## src/design/msgstat_pkg.sv

```systemverilog
`timescale 1ns / 1ps

package msgstat_pkg;

    // Table and counter sizing
    localparam int NEIGHBORS  = 16;
    localparam int COUNT_BITS = 32;
    localparam int SLOT_W     = (NEIGHBORS > 1) ? $clog2(NEIGHBORS) : 1;
    localparam int NUM_GLOBAL = 22;
    localparam int GIDX_W     = 5;
    localparam int BYTES_W    = 17;
    localparam int SUM_W      = ((COUNT_BITS > BYTES_W) ? COUNT_BITS : BYTES_W) + 1;
    localparam int WIDE_W     = COUNT_BITS + 32;
    localparam int NBR_W      = 3 * COUNT_BITS;
    localparam int STEP_W     = 3;

    typedef logic [COUNT_BITS-1:0] count_t;
    typedef logic [SLOT_W-1:0]     slot_t;
    typedef logic [GIDX_W-1:0]     gidx_t;
    typedef logic [BYTES_W-1:0]    bytes_t;
    typedef logic [STEP_W-1:0]     step_t;

    localparam step_t LAST_STEP = step_t'(5);

    typedef enum logic [1:0] {
        OP_LOG_RECV      = 2'd0,
        OP_LOG_SEND      = 2'd1,
        OP_READ_GLOBAL   = 2'd2,
        OP_READ_NEIGHBOR = 2'd3
    } op_t;

    typedef enum logic [1:0] {
        REG_LOCAL_ADDRESS     = 2'd0,
        REG_BROADCAST_ADDRESS = 2'd1,
        REG_HEADER_BYTES      = 2'd2
    } reg_index_t;

    typedef enum logic [1:0] {
        ST_IDLE,
        ST_START,
        ST_BUMP,
        ST_DONE
    } state_t;

    // Global layout: even receive, odd send; reversed from IDX_NEW on
    localparam gidx_t IDX_BYTES              = gidx_t'(0);
    localparam gidx_t IDX_PACKETS            = gidx_t'(2);
    localparam gidx_t IDX_BCAST_BYTES        = gidx_t'(4);
    localparam gidx_t IDX_BCAST_PACKETS      = gidx_t'(6);
    localparam gidx_t IDX_BCAST_PACKETS_SENT = gidx_t'(7);
    localparam gidx_t IDX_NEW                = gidx_t'(8);
    localparam gidx_t IDX_OLD                = gidx_t'(10);
    localparam gidx_t IDX_KIND               = gidx_t'(12);

    localparam logic [2:0] KIND_LAST = 3'd4;

    // Neighbor table lookup result
    typedef struct packed {
        logic  hit;
        logic  full;
        slot_t hit_slot;
        slot_t free_slot;
    } nbr_lookup_t;

    // Neighbor table insert command
    typedef struct packed {
        logic        en;
        slot_t       slot;
        logic [31:0] address;
    } nbr_insert_t;

    // Saturating add of a byte or packet amount
    function automatic count_t sat_add_bytes(count_t a, bytes_t b);
        logic [SUM_W-1:0] sum;
        logic [SUM_W-1:0] lim;
        sum = SUM_W'(a) + SUM_W'(b);
        lim = SUM_W'({COUNT_BITS{1'b1}});
        return (sum > lim) ? {COUNT_BITS{1'b1}} : sum[COUNT_BITS-1:0];
    endfunction

    // Saturating add of two counters
    function automatic count_t sat_add_count(count_t a, count_t b);
        logic [COUNT_BITS:0] sum;
        sum = {1'b0, a} + {1'b0, b};
        return sum[COUNT_BITS] ? {COUNT_BITS{1'b1}} : sum[COUNT_BITS-1:0];
    endfunction

    // Clamp a counter to the 32-bit result field
    function automatic logic [31:0] clamp_out(count_t v);
        logic [WIDE_W-1:0] wide;
        wide = WIDE_W'(v);
        return (wide > WIDE_W'(32'hFFFF_FFFF)) ? 32'hFFFF_FFFF : wide[31:0];
    endfunction

    // Counter touched by one step of a log event
    function automatic gidx_t bump_index(step_t step, logic send, logic is_new,
                                         logic [2:0] kind);
        gidx_t snd;
        gidx_t rcv;
        gidx_t idx;
        snd = gidx_t'(send);
        rcv = gidx_t'(!send);
        case (step)
            step_t'(0): idx = IDX_BYTES + snd;
            step_t'(1): idx = IDX_PACKETS + snd;
            step_t'(2): idx = IDX_BCAST_BYTES + snd;
            step_t'(3): idx = IDX_BCAST_PACKETS + snd;
            step_t'(4): idx = (is_new ? IDX_NEW : IDX_OLD) + rcv;
            step_t'(5): idx = (kind > KIND_LAST) ? IDX_BYTES
                                                 : IDX_KIND + gidx_t'({kind, 1'b0}) + rcv;
            default:    idx = IDX_BYTES;
        endcase
        return idx;
    endfunction

    // Whether a step of a log event changes its counter
    function automatic logic bump_enable(step_t step, logic bcast, logic [2:0] kind);
        logic en;
        case (step)
            step_t'(2), step_t'(3): en = bcast;
            step_t'(5):             en = (kind <= KIND_LAST);
            default:                en = 1'b1;
        endcase
        return en;
    endfunction

    // Byte counters add the message length, the others add one
    function automatic logic bump_uses_bytes(step_t step);
        return (step == step_t'(0)) || (step == step_t'(2));
    endfunction

endpackage

```

## src/design/msgstat_ram.sv

```systemverilog
`timescale 1ns / 1ps

module msgstat_ram
#(
    parameter int WIDTH = 32,
    parameter int DEPTH = 16,
    localparam int ADDR_W = (DEPTH > 1) ? $clog2(DEPTH) : 1
)
(
    input  logic              clk,
    input  logic              wr_en,
    input  logic [ADDR_W-1:0] wr_addr,
    input  logic [WIDTH-1:0]  wr_data,
    input  logic              rd_en,
    input  logic [ADDR_W-1:0] rd_addr,
    output logic [WIDTH-1:0]  rd_data
);

    logic [WIDTH-1:0] mem [DEPTH];
    logic [WIDTH-1:0] rd_data_reg;

    // Write port
    always_ff @(posedge clk)
    begin
        if (wr_en)
        begin
            mem[wr_addr] <= wr_data;
        end
    end

    // Registered read port, hold data between reads
    always_ff @(posedge clk)
    begin
        if (rd_en)
        begin
            rd_data_reg <= mem[rd_addr];
        end
    end

    assign rd_data = rd_data_reg;

endmodule

```

## src/design/msgstat_nbr_table.sv

```systemverilog
`timescale 1ns / 1ps

module msgstat_nbr_table
    import msgstat_pkg::*;
(
    input  logic        clk,
    input  logic        rst_n,
    input  logic [31:0] key,
    input  nbr_insert_t insert,
    input  slot_t       rd_slot,
    output nbr_lookup_t lookup,
    output logic        rd_valid,
    output logic [31:0] rd_address
);

    logic [NEIGHBORS-1:0] valid_reg;
    logic [31:0]          addr_reg [NEIGHBORS];

    // Valid bits, set on insert
    always_ff @(posedge clk or negedge rst_n)
    begin
        if (!rst_n)
        begin
            valid_reg <= '0;
        end
        else if (insert.en)
        begin
            valid_reg[insert.slot] <= 1'b1;
        end
    end

    // Neighbor addresses
    always_ff @(posedge clk)
    begin
        if (insert.en)
        begin
            addr_reg[insert.slot] <= insert.address;
        end
    end

    // Match key against every entry, find lowest free slot
    always_comb
    begin
        lookup = '0;
        for (int i = 0; i < NEIGHBORS; i++)
        begin
            if (valid_reg[i] && (addr_reg[i] == key))
            begin
                lookup.hit      = 1'b1;
                lookup.hit_slot = lookup.hit_slot | slot_t'(i);
            end
        end
        for (int i = NEIGHBORS - 1; i >= 0; i--)
        begin
            if (!valid_reg[i])
            begin
                lookup.free_slot = slot_t'(i);
            end
        end
        lookup.full = &valid_reg;
    end

    // Slot read for neighbor reports
    assign rd_valid   = valid_reg[rd_slot];
    assign rd_address = addr_reg[rd_slot];

endmodule

```

## src/design/message_traffic_statistics.sv

```systemverilog
`timescale 1ns / 1ps

// Channel   Handshake                 Payload
// config    cfg_write                 cfg_index, cfg_data
// events    in_valid / in_ready       operation .. neighbor_slot
// results   out_valid / out_ready     read_value .. table_full_drop
//
// A log event runs from the start state through six read-modify-write passes
// over the global counter memory in the bump state, one counter per cycle through
// its single write port, then the done state, which loads the result register.
// Reads and local-source receives go from the start state straight to done.
// Reset clears valid bits, not the counter memory, which needs no clearing pass.
// A new event is taken while the previous result waits in the output
// register; a finished event holds in its last state until that register frees.

module message_traffic_statistics
    import msgstat_pkg::*;
(
    input  logic        clk,
    input  logic        rst_n,
    input  logic        cfg_write,
    input  logic [1:0]  cfg_index,
    input  logic [31:0] cfg_data,
    input  logic        in_valid,
    output logic        in_ready,
    input  logic [1:0]  operation,
    input  logic [31:0] previous_hop,
    input  logic [31:0] following_hop,
    input  logic [15:0] payload_bytes,
    input  logic        is_new,
    input  logic [2:0]  message_kind,
    input  logic [4:0]  counter_select,
    input  logic [3:0]  neighbor_slot,
    output logic        out_valid,
    input  logic        out_ready,
    output logic [31:0] read_value,
    output logic        entry_valid,
    output logic [31:0] entry_address,
    output logic [31:0] sent_unicast,
    output logic [31:0] sent_total,
    output logic [31:0] recv_unicast,
    output logic [31:0] recv_broadcast,
    output logic [31:0] recv_total,
    output logic        was_counted,
    output logic        table_full_drop
);

    // Configuration
    logic [31:0] local_address_reg;
    logic [31:0] broadcast_address_reg;
    logic [7:0]  header_bytes_reg;

    // Sequencer
    state_t state_reg;
    state_t state_next;
    step_t  step_reg;
    step_t  step_next;
    step_t  step_inc;

    // Captured event
    op_t         op_reg;
    logic [31:0] prev_reg;
    logic [31:0] next_reg;
    bytes_t      bytes_reg;
    logic        new_reg;
    logic [2:0]  kind_reg;
    gidx_t       sel_reg;
    logic [3:0]  slot_reg;

    // Event decisions
    logic  bcast_reg;
    logic  touch_reg;
    logic  hit_reg;
    logic  full_reg;
    slot_t nslot_reg;
    logic  counted_reg;
    logic  drop_reg;

    logic  bcast_now;
    logic  is_local;
    logic  touch_now;
    logic  is_log;
    logic  sel_ok;
    logic  slot_ok;
    slot_t rd_slot_idx;

    // Global counter memory
    logic [NUM_GLOBAL-1:0] gval_reg;
    gidx_t                 g_rd_addr_reg;
    logic                  g_rd_en;
    gidx_t                 g_rd_addr;
    logic                  g_wr_en;
    gidx_t                 g_wr_addr;
    count_t                g_wr_data;
    count_t                g_rd_data;
    count_t                g_cur;

    // Neighbor counter memory
    logic             n_rd_en;
    slot_t            n_rd_addr;
    logic             n_wr_en;
    logic [NBR_W-1:0] n_wr_data;
    logic [NBR_W-1:0] n_rd_data;
    logic [NBR_W-1:0] n_cur;
    count_t           n_sent;
    count_t           n_recv;
    count_t           n_recvb;

    // Neighbor address table
    logic [31:0] key;
    nbr_lookup_t lookup;
    nbr_insert_t ins;
    logic        tab_rd_valid;
    logic [31:0] tab_rd_address;

    // Control
    logic item_load;
    logic start_load;
    logic out_load;

    // Output register
    logic        out_valid_reg;
    logic [31:0] read_value_reg;
    logic        entry_valid_reg;
    logic [31:0] entry_address_reg;
    logic [31:0] sent_unicast_reg;
    logic [31:0] sent_total_reg;
    logic [31:0] recv_unicast_reg;
    logic [31:0] recv_broadcast_reg;
    logic [31:0] recv_total_reg;
    logic        was_counted_reg;
    logic        table_full_drop_reg;

    logic [31:0] read_value_next;
    logic        entry_valid_next;
    logic [31:0] entry_address_next;
    logic [31:0] sent_unicast_next;
    logic [31:0] sent_total_next;
    logic [31:0] recv_unicast_next;
    logic [31:0] recv_broadcast_next;
    logic [31:0] recv_total_next;
    logic        was_counted_next;
    logic        table_full_drop_next;

    // Configuration writes
    always_ff @(posedge clk or negedge rst_n)
    begin
        if (!rst_n)
        begin
            local_address_reg     <= 32'hFFFF_FFFE;
            broadcast_address_reg <= 32'hFFFF_FFFF;
            header_bytes_reg      <= 8'd0;
        end
        else if (cfg_write)
        begin
            case (reg_index_t'(cfg_index))
                REG_LOCAL_ADDRESS:     local_address_reg     <= cfg_data;
                REG_BROADCAST_ADDRESS: broadcast_address_reg <= cfg_data;
                REG_HEADER_BYTES:      header_bytes_reg      <= cfg_data[7:0];
                default:               ;
            endcase
        end
    end

    // Event decode
    assign is_log      = (op_reg == OP_LOG_RECV) || (op_reg == OP_LOG_SEND);
    assign bcast_now   = (next_reg == broadcast_address_reg);
    assign is_local    = (op_reg == OP_LOG_RECV) && (prev_reg == local_address_reg);
    assign touch_now   = (op_reg == OP_LOG_RECV) || !bcast_now;
    assign key         = (op_reg == OP_LOG_RECV) ? prev_reg : next_reg;
    assign sel_ok      = int'(sel_reg) < NUM_GLOBAL;
    assign slot_ok     = int'(slot_reg) < NEIGHBORS;
    assign rd_slot_idx = slot_ok ? slot_t'(slot_reg) : '0;
    assign step_inc    = step_reg + step_t'(1);
    assign n_rd_addr   = (op_reg == OP_READ_NEIGHBOR) ? rd_slot_idx : lookup.hit_slot;

    // Current global counter, zero until first written
    assign g_cur = gval_reg[g_rd_addr_reg] ? g_rd_data : '0;

    // Neighbor counters, zero for a fresh entry
    assign n_cur   = (op_reg == OP_READ_NEIGHBOR || hit_reg) ? n_rd_data : '0;
    assign n_sent  = n_cur[3*COUNT_BITS-1:2*COUNT_BITS];
    assign n_recv  = n_cur[2*COUNT_BITS-1:COUNT_BITS];
    assign n_recvb = n_cur[COUNT_BITS-1:0];

    // Neighbor update
    always_comb
    begin
        if (op_reg == OP_LOG_RECV)
        begin
            n_wr_data = {n_sent,
                         sat_add_bytes(n_recv, bytes_t'(1)),
                         sat_add_bytes(n_recvb, bytes_t'(bcast_reg))};
        end
        else
        begin
            n_wr_data = {sat_add_bytes(n_sent, bytes_t'(1)), n_recv, n_recvb};
        end
    end

    // Next state and memory control
    always_comb
    begin
        state_next  = state_reg;
        step_next   = step_reg;
        in_ready    = 1'b0;
        item_load   = 1'b0;
        start_load  = 1'b0;
        out_load    = 1'b0;
        g_rd_en     = 1'b0;
        g_rd_addr   = IDX_BYTES;
        g_wr_en     = 1'b0;
        g_wr_addr   = bump_index(step_reg, op_reg == OP_LOG_SEND, new_reg, kind_reg);
        g_wr_data   = sat_add_bytes(g_cur,
                                    bump_uses_bytes(step_reg) ? bytes_reg : bytes_t'(1));
        n_rd_en     = 1'b0;
        n_wr_en     = 1'b0;
        ins         = '0;
        ins.slot    = nslot_reg;
        ins.address = key;
        case (state_reg)
            ST_IDLE:
            begin
                in_ready = 1'b1;
                if (in_valid)
                begin
                    item_load  = 1'b1;
                    state_next = ST_START;
                end
            end
            ST_START:
            begin
                start_load = 1'b1;
                step_next  = '0;
                case (op_reg)
                    OP_LOG_RECV, OP_LOG_SEND:
                    begin
                        if (is_local)
                        begin
                            state_next = ST_DONE;
                        end
                        else
                        begin
                            g_rd_en    = 1'b1;
                            g_rd_addr  = bump_index('0, op_reg == OP_LOG_SEND,
                                                    new_reg, kind_reg);
                            n_rd_en    = 1'b1;
                            state_next = ST_BUMP;
                        end
                    end
                    OP_READ_GLOBAL:
                    begin
                        g_rd_en    = 1'b1;
                        g_rd_addr  = sel_ok ? sel_reg : IDX_BYTES;
                        state_next = ST_DONE;
                    end
                    default:
                    begin
                        g_rd_en    = 1'b1;
                        g_rd_addr  = IDX_BCAST_PACKETS_SENT;
                        n_rd_en    = 1'b1;
                        state_next = ST_DONE;
                    end
                endcase
            end
            ST_BUMP:
            begin
                g_wr_en = bump_enable(step_reg, bcast_reg, kind_reg);
                if (step_reg == '0)
                begin
                    n_wr_en = touch_reg && (hit_reg || !full_reg);
                    ins.en  = touch_reg && !hit_reg && !full_reg;
                end
                if (step_reg == LAST_STEP)
                begin
                    state_next = ST_DONE;
                end
                else
                begin
                    step_next = step_inc;
                    g_rd_en   = 1'b1;
                    g_rd_addr = bump_index(step_inc, op_reg == OP_LOG_SEND,
                                           new_reg, kind_reg);
                end
            end
            ST_DONE:
            begin
                if (!out_valid_reg || out_ready)
                begin
                    out_load   = 1'b1;
                    state_next = ST_IDLE;
                end
            end
            default:
            begin
                state_next = ST_IDLE;
            end
        endcase
    end

    // Sequencer state
    always_ff @(posedge clk or negedge rst_n)
    begin
        if (!rst_n)
        begin
            state_reg <= ST_IDLE;
            step_reg  <= '0;
        end
        else
        begin
            state_reg <= state_next;
            step_reg  <= step_next;
        end
    end

    // Capture event on transfer
    always_ff @(posedge clk)
    begin
        if (item_load)
        begin
            op_reg    <= op_t'(operation);
            prev_reg  <= previous_hop;
            next_reg  <= following_hop;
            bytes_reg <= bytes_t'(payload_bytes) + bytes_t'(header_bytes_reg);
            new_reg   <= is_new;
            kind_reg  <= message_kind;
            sel_reg   <= counter_select;
            slot_reg  <= neighbor_slot;
        end
    end

    // Latch lookup and event decisions
    always_ff @(posedge clk)
    begin
        if (start_load)
        begin
            bcast_reg   <= bcast_now;
            touch_reg   <= touch_now;
            hit_reg     <= lookup.hit;
            full_reg    <= lookup.full;
            nslot_reg   <= lookup.hit ? lookup.hit_slot : lookup.free_slot;
            counted_reg <= is_log && !is_local;
            drop_reg    <= is_log && !is_local && touch_now && !lookup.hit && lookup.full;
        end
    end

    // Global counter valid bits and read address
    always_ff @(posedge clk or negedge rst_n)
    begin
        if (!rst_n)
        begin
            gval_reg <= '0;
        end
        else if (g_wr_en)
        begin
            gval_reg[g_wr_addr] <= 1'b1;
        end
    end

    always_ff @(posedge clk)
    begin
        if (g_rd_en)
        begin
            g_rd_addr_reg <= g_rd_addr;
        end
    end

    msgstat_ram
    #(
        .WIDTH (COUNT_BITS),
        .DEPTH (NUM_GLOBAL)
    )
    u_gram
    (
        .clk     (clk),
        .wr_en   (g_wr_en),
        .wr_addr (g_wr_addr),
        .wr_data (g_wr_data),
        .rd_en   (g_rd_en),
        .rd_addr (g_rd_addr),
        .rd_data (g_rd_data)
    );

    msgstat_ram
    #(
        .WIDTH (NBR_W),
        .DEPTH (NEIGHBORS)
    )
    u_nram
    (
        .clk     (clk),
        .wr_en   (n_wr_en),
        .wr_addr (nslot_reg),
        .wr_data (n_wr_data),
        .rd_en   (n_rd_en),
        .rd_addr (n_rd_addr),
        .rd_data (n_rd_data)
    );

    msgstat_nbr_table u_ntab
    (
        .clk        (clk),
        .rst_n      (rst_n),
        .key        (key),
        .insert     (ins),
        .rd_slot    (rd_slot_idx),
        .lookup     (lookup),
        .rd_valid   (tab_rd_valid),
        .rd_address (tab_rd_address)
    );

    // Build result fields
    always_comb
    begin
        read_value_next      = '0;
        entry_valid_next     = 1'b0;
        entry_address_next   = '0;
        sent_unicast_next    = '0;
        sent_total_next      = '0;
        recv_unicast_next    = '0;
        recv_broadcast_next  = '0;
        recv_total_next      = '0;
        was_counted_next     = 1'b0;
        table_full_drop_next = 1'b0;
        case (op_reg)
            OP_LOG_RECV, OP_LOG_SEND:
            begin
                was_counted_next     = counted_reg;
                table_full_drop_next = drop_reg;
            end
            OP_READ_GLOBAL:
            begin
                if (sel_ok)
                begin
                    read_value_next = clamp_out(g_cur);
                end
            end
            default:
            begin
                if (slot_ok && tab_rd_valid)
                begin
                    entry_valid_next    = 1'b1;
                    entry_address_next  = tab_rd_address;
                    sent_unicast_next   = clamp_out(n_sent);
                    sent_total_next     = clamp_out(sat_add_count(n_sent, g_cur));
                    recv_unicast_next   = clamp_out((n_recv >= n_recvb) ? n_recv - n_recvb
                                                                        : '0);
                    recv_broadcast_next = clamp_out(n_recvb);
                    recv_total_next     = clamp_out(n_recv);
                end
            end
        endcase
    end

    // Output valid
    always_ff @(posedge clk or negedge rst_n)
    begin
        if (!rst_n)
        begin
            out_valid_reg <= 1'b0;
        end
        else if (out_load)
        begin
            out_valid_reg <= 1'b1;
        end
        else if (out_ready)
        begin
            out_valid_reg <= 1'b0;
        end
    end

    // Output payload
    always_ff @(posedge clk)
    begin
        if (out_load)
        begin
            read_value_reg      <= read_value_next;
            entry_valid_reg     <= entry_valid_next;
            entry_address_reg   <= entry_address_next;
            sent_unicast_reg    <= sent_unicast_next;
            sent_total_reg      <= sent_total_next;
            recv_unicast_reg    <= recv_unicast_next;
            recv_broadcast_reg  <= recv_broadcast_next;
            recv_total_reg      <= recv_total_next;
            was_counted_reg     <= was_counted_next;
            table_full_drop_reg <= table_full_drop_next;
        end
    end

    assign out_valid       = out_valid_reg;
    assign read_value      = read_value_reg;
    assign entry_valid     = entry_valid_reg;
    assign entry_address   = entry_address_reg;
    assign sent_unicast    = sent_unicast_reg;
    assign sent_total      = sent_total_reg;
    assign recv_unicast    = recv_unicast_reg;
    assign recv_broadcast  = recv_broadcast_reg;
    assign recv_total      = recv_total_reg;
    assign was_counted     = was_counted_reg;
    assign table_full_drop = table_full_drop_reg;

endmodule

```

## config.mk

```make
export PLATFORM = sky130hd
export DESIGN_NAME = message_traffic_statistics
export DESIGN_NICKNAME = d
export VERILOG_FILES = /design/src/design/msgstat_pkg.sv /design/src/design/msgstat_ram.sv /design/src/design/msgstat_nbr_table.sv /design/src/design/message_traffic_statistics.sv
export SDC_FILE = /design/constraint.sdc
export NUM_CORES = 2
export LEC_CHECK = 0
export BUFFER_PORTS_ARGS = -buffer_cell sky130_fd_sc_hd__buf_2
export CAP_MARGIN = 5
export CORE_MARGIN = 2
export CORE_UTILIZATION = 25
export CTS_CLUSTER_SIZE = 24
export DETAILED_ROUTE_END_ITERATION = 10
export SKIP_CTS_REPAIR_TIMING = 1
export SLEW_MARGIN = 20
export SYNTH_ARGS = -nofsm -noshare
export SYNTH_HDL_FRONTEND = slang
export SYNTH_HIERARCHICAL = 1
export SYNTH_SLANG_ARGS = --single-unit
```

## constraint.sdc

```tcl
create_clock -name clk -period 8.3 [get_ports clk]
set_input_delay 0.83 -clock clk [delete_from_list [all_inputs] [get_ports clk]]
set_output_delay 0.83 -clock clk [all_outputs]
set_load 0.1 [all_outputs]
```

==> key figures <==
Synth
  – Synth top cells by count: 3218 x edfxtp_1, 605 x mux4_2, 532 x xnor2_1, 385 x nand2_1, 338 x nor2_1
  – Syn avg cell area: 17.5 um2
  – Async SR Flop Fraction: 3.48%
  – FF+latch count, synth: 3334
  – Post-synth EDFFs: 3218
  – Count leader, synth: edfxtp_1
  – Mapped Cells: 8146
  – Synth warn: 6
  – Area share of the largest cell type after synthesis: 67.8%
  – Distinct cell type count after synthesis: 118
  – Top area cells in the synthesized netlist: edfxtp_1 68%, mux4_2 9.6%, xnor2_1 3.3%
  – Part of the Yosys area used for sequential elements: 69.9%
  – Synth Flop Type: edfxtp_1
  – Cell Area, Synth: 143000 um2
  – Syn_nets: 8384
  – Area leader, netlist: edfxtp_1

Hold path
  – Hold EP: next_reg[17]
  – HP Class: input pin to register
  – Hold Startpoint: following_hop[17]
  – Hold depth: 1

Global routing
  – First-pass GRT wire length: 598000 um
  – Pin count of the biggest net entering global routing: 107
  – Vias in the first global route: 77200
  – Gr usage total: 14.3%
  – Initial antenna violation count: 40
  – GRT overflow: 0

Pwr
  – Pwr Density: 327 nW/um2
  – Flop pwr share: 42.9%
  – Comb power frac: 28.7%
  – Clock network power share: 28.4%
  – Power Total: 54.0 mW
  – Sw power: 19.1 mW
  – Switching Fraction: 35.4%
  – Internal: 34.9 mW
  – LEAKAGE: 52.1 nW
  – VDD IR-drop max: 0.301 mV

Critical path
  – RR Endpoint: u_gram/mem[3][8]
  – Crit path DAT: 7.40 ns
  – Cells along the critical path: mux2i_1 -> a22oi_1 -> and4_1 -> or3_4 -> and2_1 -> ha_1 -> ha_1 -> nand2_1 -> a311oi_1 -> a221oi_2 -> o31ai_2 -> a2111oi_4 -> nor4_4 -> nand3_2 -> nand2_1
  – Worst path slowest cell: nand2_1
  – CP delay by family, top: simple AND/OR/NAND/NOR gates
  – Critical path fanouts, max: 66
  – Worst reg-to-reg setup slack: 1.49 ns
  – R2r worst-path depth: 15
  – CP startpoint kind: register
  – Slowest stage delay, CP: 0.93 ns
  – Kind of end point of the critical path: register
  – Worst R2R Start: g_rd_addr_reg[1]
  – Required @ worst endpoint: 8.89 ns
  – CP Class: register to register
  – Critical path buffer and inverter count: 0

CTS
  – Skew-Pair Late Insertion Delay: 1.00 ns
  – CTS Buf Count: 341
  – Clock transition at path regs: 0.06 ns
  – Clk sinks: 3334
  – Htree depth: 5
  – CTS tree: built
  – Clock root buffer: clkbuf_16
  – Clk buf depth: 4

Timing
  – RSZ-0062 raised after global routing: false
  – Clock skew: 0.0867 ns
  – Worst slew pin tran: 1.17 ns
  – Final Hold Viols: 0
  – Fmax achieved: 147 MHz
  – Relative slew slack: 20.7%
  – Final setup violation count: 0
  – Final worst slack: 1.49 ns
  – Final Max Tran Viols: 0
  – Final min period: 6.81 ns
  – Fin Setup TNS: 0 ns
  – Final period utilization: 82.0%

Die
  – Initial Util: 25.1%
  – Core area: 568000 um2
  – I/O Pins: 363
  – Row count: 277
  – Die ar.: 576000 um2
  – Die Y: 759 um
  – Chip width: 759 um

Run status
  – Outcome: finished clean

Routing
  – DRC Markers: 0
  – Vias per inst: 4.83
  – Vias: 79400
  – DRT antenna net count: 0
  – 1st-iter DRT viols: 9918
  – Drt wl/cell: 26.3 um
  – Routed WL: 433000 um
  – DRT Pass-1 Iters: 6

Placement
  – Pre-CTS setup slack: 1.52 ns
  – Port Buffers: 362
  – Hpwl dp: 263000 um
  – Final GP Congestion: 0.863

Finish
  – Area Growth Syn to Fin: 15.7%
  – Final net count: 8875
  – Share of layout cells above drive strength 1: 23.1%
  – Largest register FFs: 1536

Run
  – Max-cap violations: 0
power by group through the flow:
stage	registers (mW)	logic [mW]	clock network (mW)
2_1_floorplan	25.0	8.46	0
3_3_place_gp	23.5	15.2	0
3_5_place_dp	23.5	15.3	0
4_1_cts	23.2	15.4	15.6
5_1_grt	23.3	16.4	16.2
6_report	23.1	15.5	15.3
metal layers:
metal / GRT usage (%) / part of all wire [%] / up-vias
met5: 0 / 0.014 / -
met1: 19.1 / 41 / 41800
met3: 3.64 / 9.6 / 616
met4: 4.15 / 3.0 / 10
met2: 23.0 / 47 / 3691
li1: - / - / 33300
cell families after synthesis:
kind of cell	count (synthesis)	share of synthesized area, %
AO/OA/AOI/OAI	884	4.43
XOR/XNOR	715	4.39
adder cells (fa/ha/maj)	109	0.958
buffers and inverters	558	2.33
flip-flops	3334	69.9
multiplexers	970	12.3
AND/OR/NAND/NOR	1576	5.69
layout by cell type (no fill, tap or decap), types with 76 or more instances in the layout:
cell       netlist  layout
edfxtp_1      3218    3218
mux4_2         605     605
xnor2_1        532     532
nand2_1        385     385
buf_2           51     361
clkbuf_16        0     347
a22oi_1        293     293
nor2_1         338     289
mux2i_1        244     243
nand4_1        192     192
xor2_1         183     183
buf_4           60     174
a21oi_1        165     149
inv_1          121     120
mux2_2         113     111
and2_1         114     110
ha_1           102     100
o21ai_0        103      97
nand3_1         97      97
and3_1          77      77
clkbuf_1       177      76
stage by stage:
stage               hold WS [ns]  utilization, %  instances  instance area, um2
floorplan                  0.427               -       8146              143000
global placement           0.437            27.0      15800              154000
detailed placement         0.444            27.0      15800              154000
CTS                       -0.166            29.0      16400              165000
global route             0.00214            29.0      16400              165000
finish                    0.0690            29.0      16500              165000
worst reg2reg max path: cells and delay by family, from the launching register on:
| family | cells | cell delay (ns) |
|---|---|---|
| AOI/OAI and AO/OA | 5 | 1.46 |
| DFF | 1 | 0.64 |
| muxes | 1 | 0.16 |
| adders and majority gates | 2 | 0.56 |
| and+or+nand+nor | 7 | 3.62 |
area by class of cell:
class	instances	area [um2]
Multi-Input combinational cell	4254	40400
Fill cell	56100	403000
Clock inverter	193	2000
Timing Repair Buffer	584	4030
Antenna cell	16	40.0
Inverter	122	458
Tap cell	7533	9430
Sequential cell	3334	99600
Clock buffer	424	8980
how the worst max path moves through the flow:
stage                      from                 end  slack, ns  cells past startpoint
3_5_place_dp            hit_reg  u_nram/mem[13][41]       1.52                     16
6_report       g_rd_addr_reg[1]    u_gram/mem[3][8]       1.49                     15
3_3_place_gp            hit_reg   u_nram/mem[8][40]       1.60                     15
4_1_cts                 hit_reg   u_nram/mem[9][41]       1.51                     16
2_1_floorplan         out_valid    entry_address[0]       1.50                      2
5_1_grt                 hit_reg  u_nram/mem[14][34]       1.15                     16
Note: power is estimated with default switching activity, not from simulation.
